--- config.mk ---
export PLATFORM = sky130hd
export DESIGN_NAME = tws_ctrl
export DESIGN_NICKNAME = d
export VERILOG_FILES = /design/src/hw/rtl/tws_pkg.sv /design/src/hw/rtl/tws_ctrl.sv
export SDC_FILE = /design/constraint.sdc
export NUM_CORES = 1
export LEC_CHECK = 0
export BUFFER_PORTS_ARGS = -buffer_cell sky130_fd_sc_hd__buf_2
export CORE_AREA = 2 2 39 41
export CTS_CLUSTER_DIAMETER = 100
export DETAILED_ROUTE_END_ITERATION = 8
export DIE_AREA = 0 0 41 43
export HOLD_SLACK_MARGIN = 0.02
export SLEW_MARGIN = 5
export SYNTH_ARGS = -nofsm -noshare
export SYNTH_HDL_FRONTEND = slang
export SYNTH_SLANG_ARGS = --single-unit
--- constraint.sdc ---
create_clock -name clock -period 4.35 [get_ports clock]
set_input_delay 0.435 -clock clock [delete_from_list [all_inputs] [get_ports clock]]
set_output_delay 0.435 -clock clock [all_outputs]
set_load 0.05 [all_outputs]
--- src/hw/rtl/tws_pkg.sv ---
// ----------------------------------------------------------------------------
// tws_pkg
// Shared widths, operation codes and controller/datapath handoff types for
// the trie word store.
// ----------------------------------------------------------------------------
package tws_pkg;

   localparam int KindW   = 2;
   localparam int LetterW = 5;

   localparam logic [KindW-1:0] KIND_INSERT   = 2'd0;
   localparam logic [KindW-1:0] KIND_SEARCH   = 2'd1;
   localparam logic [KindW-1:0] KIND_PREFIX   = 2'd2;
   localparam logic [KindW-1:0] KIND_RESERVED = 2'd3;

   // controller -> datapath
   typedef struct packed {
      logic clear_step;  // zero one link slot (and one end mark, while the slot index is below NODES)
      logic start;       // take a request, set up the word, issue the link read
      logic resolve;     // follow or allocate the child link just read
      logic finish;      // close the word and load the response
   } tws_cmd_type;

   // datapath -> controller
   typedef struct packed {
      logic clear_done;  // current clear step is the final one
      logic lookup;      // the request being taken issued a link read
      logic req_last;    // the request being taken ends its word
      logic word_last;   // the word under lookup ends with this letter
   } tws_status_type;

endpackage

--- src/hw/rtl/tws_ctrl.sv ---
// ----------------------------------------------------------------------------
// tws_ctrl
// Sequencer: clear pass after reset, then request intake, link lookup and
// response handoff.
// ----------------------------------------------------------------------------
module tws_ctrl import tws_pkg::*; (
   input  logic           clock,
   input  logic           reset,
   input  logic           req_valid,
   output logic           req_ready,
   output logic           rsp_valid,
   input  logic           rsp_ready,
   input  tws_status_type status,
   output tws_cmd_type    cmd
);

   typedef enum logic [1:0] {
      ST_CLEAR,
      ST_IDLE,
      ST_LOOKUP,
      ST_OUT
   } state_type;

   state_type state_ff;
   logic      rsp_valid_ff;
   logic      slot_free;

   assign slot_free = !rsp_valid_ff || rsp_ready;

   assign cmd.clear_step = (state_ff == ST_CLEAR);
   assign cmd.start      = (state_ff == ST_IDLE) && req_valid;
   assign cmd.resolve    = (state_ff == ST_LOOKUP);
   assign cmd.finish     = (state_ff == ST_OUT) && slot_free;

   assign req_ready = (state_ff == ST_IDLE);
   assign rsp_valid = rsp_valid_ff;

   always_ff @(posedge clock) begin
      if (reset) begin
         state_ff     <= ST_CLEAR;
         rsp_valid_ff <= 1'b0;
      end else begin
         if (cmd.finish) begin
            rsp_valid_ff <= 1'b1;
         end else if (rsp_ready) begin
            rsp_valid_ff <= 1'b0;
         end

         case (state_ff)
            ST_CLEAR: begin
               if (status.clear_done) begin
                  state_ff <= ST_IDLE;
               end
            end
            ST_IDLE: begin
               if (req_valid) begin
                  if (status.lookup) begin
                     state_ff <= ST_LOOKUP;
                  end else if (status.req_last) begin
                     state_ff <= ST_OUT;
                  end
               end
            end
            ST_LOOKUP: begin
               state_ff <= status.word_last ? ST_OUT : ST_IDLE;
            end
            ST_OUT: begin
               // hold until the response register is free
               if (slot_free) begin
                  state_ff <= ST_IDLE;
               end
            end
            default: begin
               state_ff <= ST_IDLE;
            end
         endcase
      end
   end

endmodule

==> flow_summary.yaml <==
detailed_routing:
  vias_per_cell: 4.115
  vias: 251
  routed_wl_um: 564
  drc_errors: 0
  dr.first_iter.drc_count: 3
  wl_per_cell_um: 9.246
  ant_nets: 0
  dr.pass1.iters: 2
finish:
  seq_area_um2: 60.06
  final_layout_size_suffix_gt1_share_pct: 42.22
  nets: 59
  area_growth_pct: 42.58
  antenna_cells: 0
  fillers: 145
  multi_input_area_um2: 190.2
sta:
  hold_slack_ps: 394.1
  setup_violations: 0
  tns_ps: 0
  drv_slew: 0
  min_period_over_period_pct: 39.69
  rsz0062_at_grt: "no"
  max_freq_mhz: 579.3
  clock_skew_ps: 1.042
  hold_viol: 0
  min_period_ps: 1726
  tightest_slew_ps: 235.8
  slew_headroom_pct: 84.25
clock_network:
  cts.htree.levels: 1
  clkLatencyLatePin_ps: 240
  cts_tree: "yes"
  cts_root_buf: "clkbuf_4"
  clock-sinks: 3
  clk_pin_slew_ps: 40
  postCtsSetupRepairBufs: 0
  cts_buffers: 3
  cts_resized: 0
  clk_path_buf_depth: 2
  postCtsHoldBufs: 0
synth:
  syn_avg_cell_area_um2: 9.339
  yosysMostFrequentCell: "ha_1"
  synthTopCellsByCount: "ha_1, dfxtp_1, inv_1, nand2b_1, a21oi_1"
  yosysSeqAreaShare_pct: 22.97
  synth-seq-cells: 3
  ys_top_cells_by_area: "ha_1, dfxtp_1, nand2b_1, a211oi_2, and4_4"
  synth_edf_count: 0
  syn-num-nets: 41
  ys.flop_type: "dfxtp_1"
  synth_compound_area_share_pct: 14.83
  syn_area_um2: 261.5
  synth_warnings: 0
  synth_top_area_cell: "ha_1"
  synth_cell_types: 17
  synth_mux_area_share_pct: 3.828
  synthAdderAreaFrac_pct: 23.92
  synth_top_family_by_area: "simple AND/OR/NAND/NOR gates"
  netlist_instances: 28
  async_flop_share_pct: 0
  synthXorXnorAreaFrac_pct: 0
  synth_simple_gate_area_share_pct: 30.14
  yosysTopAreaCellShare_pct: 23.92
placement:
  globalplace.congestion: 0.6510
  io_buffers: 13
  hpwl_um: 447.7
worst_setup_path:
  reg2reg_setup_slack_ps: 2870
  critical_path_required_ps: 3910
  reg2reg_to: "state_ff[0]"
  path_class: "reg2out"
  worstPathMaxFanout: 5
  reg2reg_from: "state_ff[1]"
  cp-end-kind: "primary output"
  critPathLaunchType: "flip-flop"
  arrival_ps: 1290
  r2r_cells: 5
global_route:
  grt_pass1_wl_um: 821
  grt_max_degree: 6
  antenna_found_initial: 0
  gr-usage-all-layers_pct: 7.515
  grt_pass1_vias: 237
  grt-ovfl-total: 0
job:
  max_cap_viol_count: 0
floorplanning:
  start_util_pct: 18.90
  die_w_um: 41
  core.rowCount: 14
  ios: 14
  dieArea_um2: 1763
  chipHeight_um: 43
  core_region_area_um2: 1384
power:
  ir_worst_vdd_uv: 148.6
  p_total_uw: 169.6
  pwr-share-clk_pct: 31.5
  pwr-share-seq_pct: 21.1
  power.density_nw_per_um2: 454.7
  leakagePower_nw: 0.1815
  switching_share_pct: 43.91
  p_int_uw: 95.10
  p_sw_uw: 74.45
  p_comb_share_pct: 47.4
worst_hold_path:
  hold_class: "in2reg"
  min_path_cells: 2
  worstHoldStart: "reset"
  min_to: "state_ff[0]"
run_status:
  status: "finished, final reports clean"
[worst max-delay path by stage]
| stage | start | end | slack, ps |
|---|---|---|---|
| 6_report | state_ff[0] | cmd[0] | 2620 |
| 2_1_floorplan | state_ff[0] | cmd[0] | 2200 |
| 3_5_place_dp | state_ff[0] | cmd[0] | 2860 |
| 3_3_place_gp | state_ff[0] | cmd[0] | 2860 |
| 4_1_cts | state_ff[0] | cmd[0] | 2590 |
| 5_1_grt | state_ff[1] | cmd[2] | 2550 |
[worst max-delay path, stage by stage, from the launching register on]
cell and delay (ps):
dfxtp_1 390, ha_1 210, a21boi_0 160, buf_2 280
[routing by layer]
layer | track usage [%] | share of wire (%) | vias up
met5 | 0 | 0 | -
met4 | 6.000 | 3.0 | 0
met3 | 4.712 | 6.6 | 2
met2 | 11.25 | 49 | 7
met1 | 6.709 | 41 | 110
li1 | - | - | 132
[power by group through the flow]
stage	registers (mW)	clock network [mW]	logic (mW)
floorplan	0.0360	0	0.0667
global placement	0.0361	0	0.0807
detailed placement	0.0363	0	0.0810
CTS	0.0358	0.0556	0.0812
global route	0.0363	0.0571	0.0864
finish	0.0357	0.0534	0.0804
[placed cells by master, fill, tap and decap left out]
cell | synthesis | layout
nand2b_1 | 3 | 3
nor2b_1 | 1 | 1
mux2i_1 | 1 | 1
and4_4 | 1 | 1
a21boi_0 | 1 | 1
clkbuf_1 | 0 | 1
dfxtp_1 | 3 | 3
nor3b_1 | 1 | 1
inv_1 | 3 | 3
clkbuf_4 | 0 | 3
and2_1 | 1 | 1
or3b_1 | 1 | 1
nand3b_1 | 1 | 1
or3b_2 | 1 | 1
a41oi_1 | 1 | 1
buf_2 | 0 | 13
a211oi_2 | 1 | 1
a21oi_1 | 2 | 2
nor2_1 | 1 | 1
ha_1 | 5 | 5
[cells by family after synthesis]
kind of cell	Yosys count
and+or+nand+nor	11
DFF	3
AOI/OAI and AO/OA	5
muxes	1
buffers and inverters	3
adders and majority gates	5
[metrics by stage]
| step | utilization [%] | worst slack [ps] | cells | instance area [um^2] |
|---|---|---|---|---|
| after CTS | 26.94 | 2591 | 61 | 372.9 |
| after floorplan | - | 2200 | 28 | 261.5 |
| final | 26.94 | 2624 | 61 | 372.9 |
| after global routing | 26.94 | 2552 | 61 | 372.9 |
| after global placement | 25.05 | 2863 | 57 | 346.6 |
| after detailed placement | 25.05 | 2860 | 57 | 346.6 |
[sequential cells by signal (all words and copies together) (netlist names)]
register and cells:
rsp_valid 1, state_ff 2
[area by class of cell]
class	instances	area share, %
inverter	3	3.020
sequential	3	16.11
tap	16	5.369
multi-input combinational	22	51.01
clock buffer	4	7.047
timing repair buffer	13	17.45
Note: power is estimated with default switching activity, not from simulation.
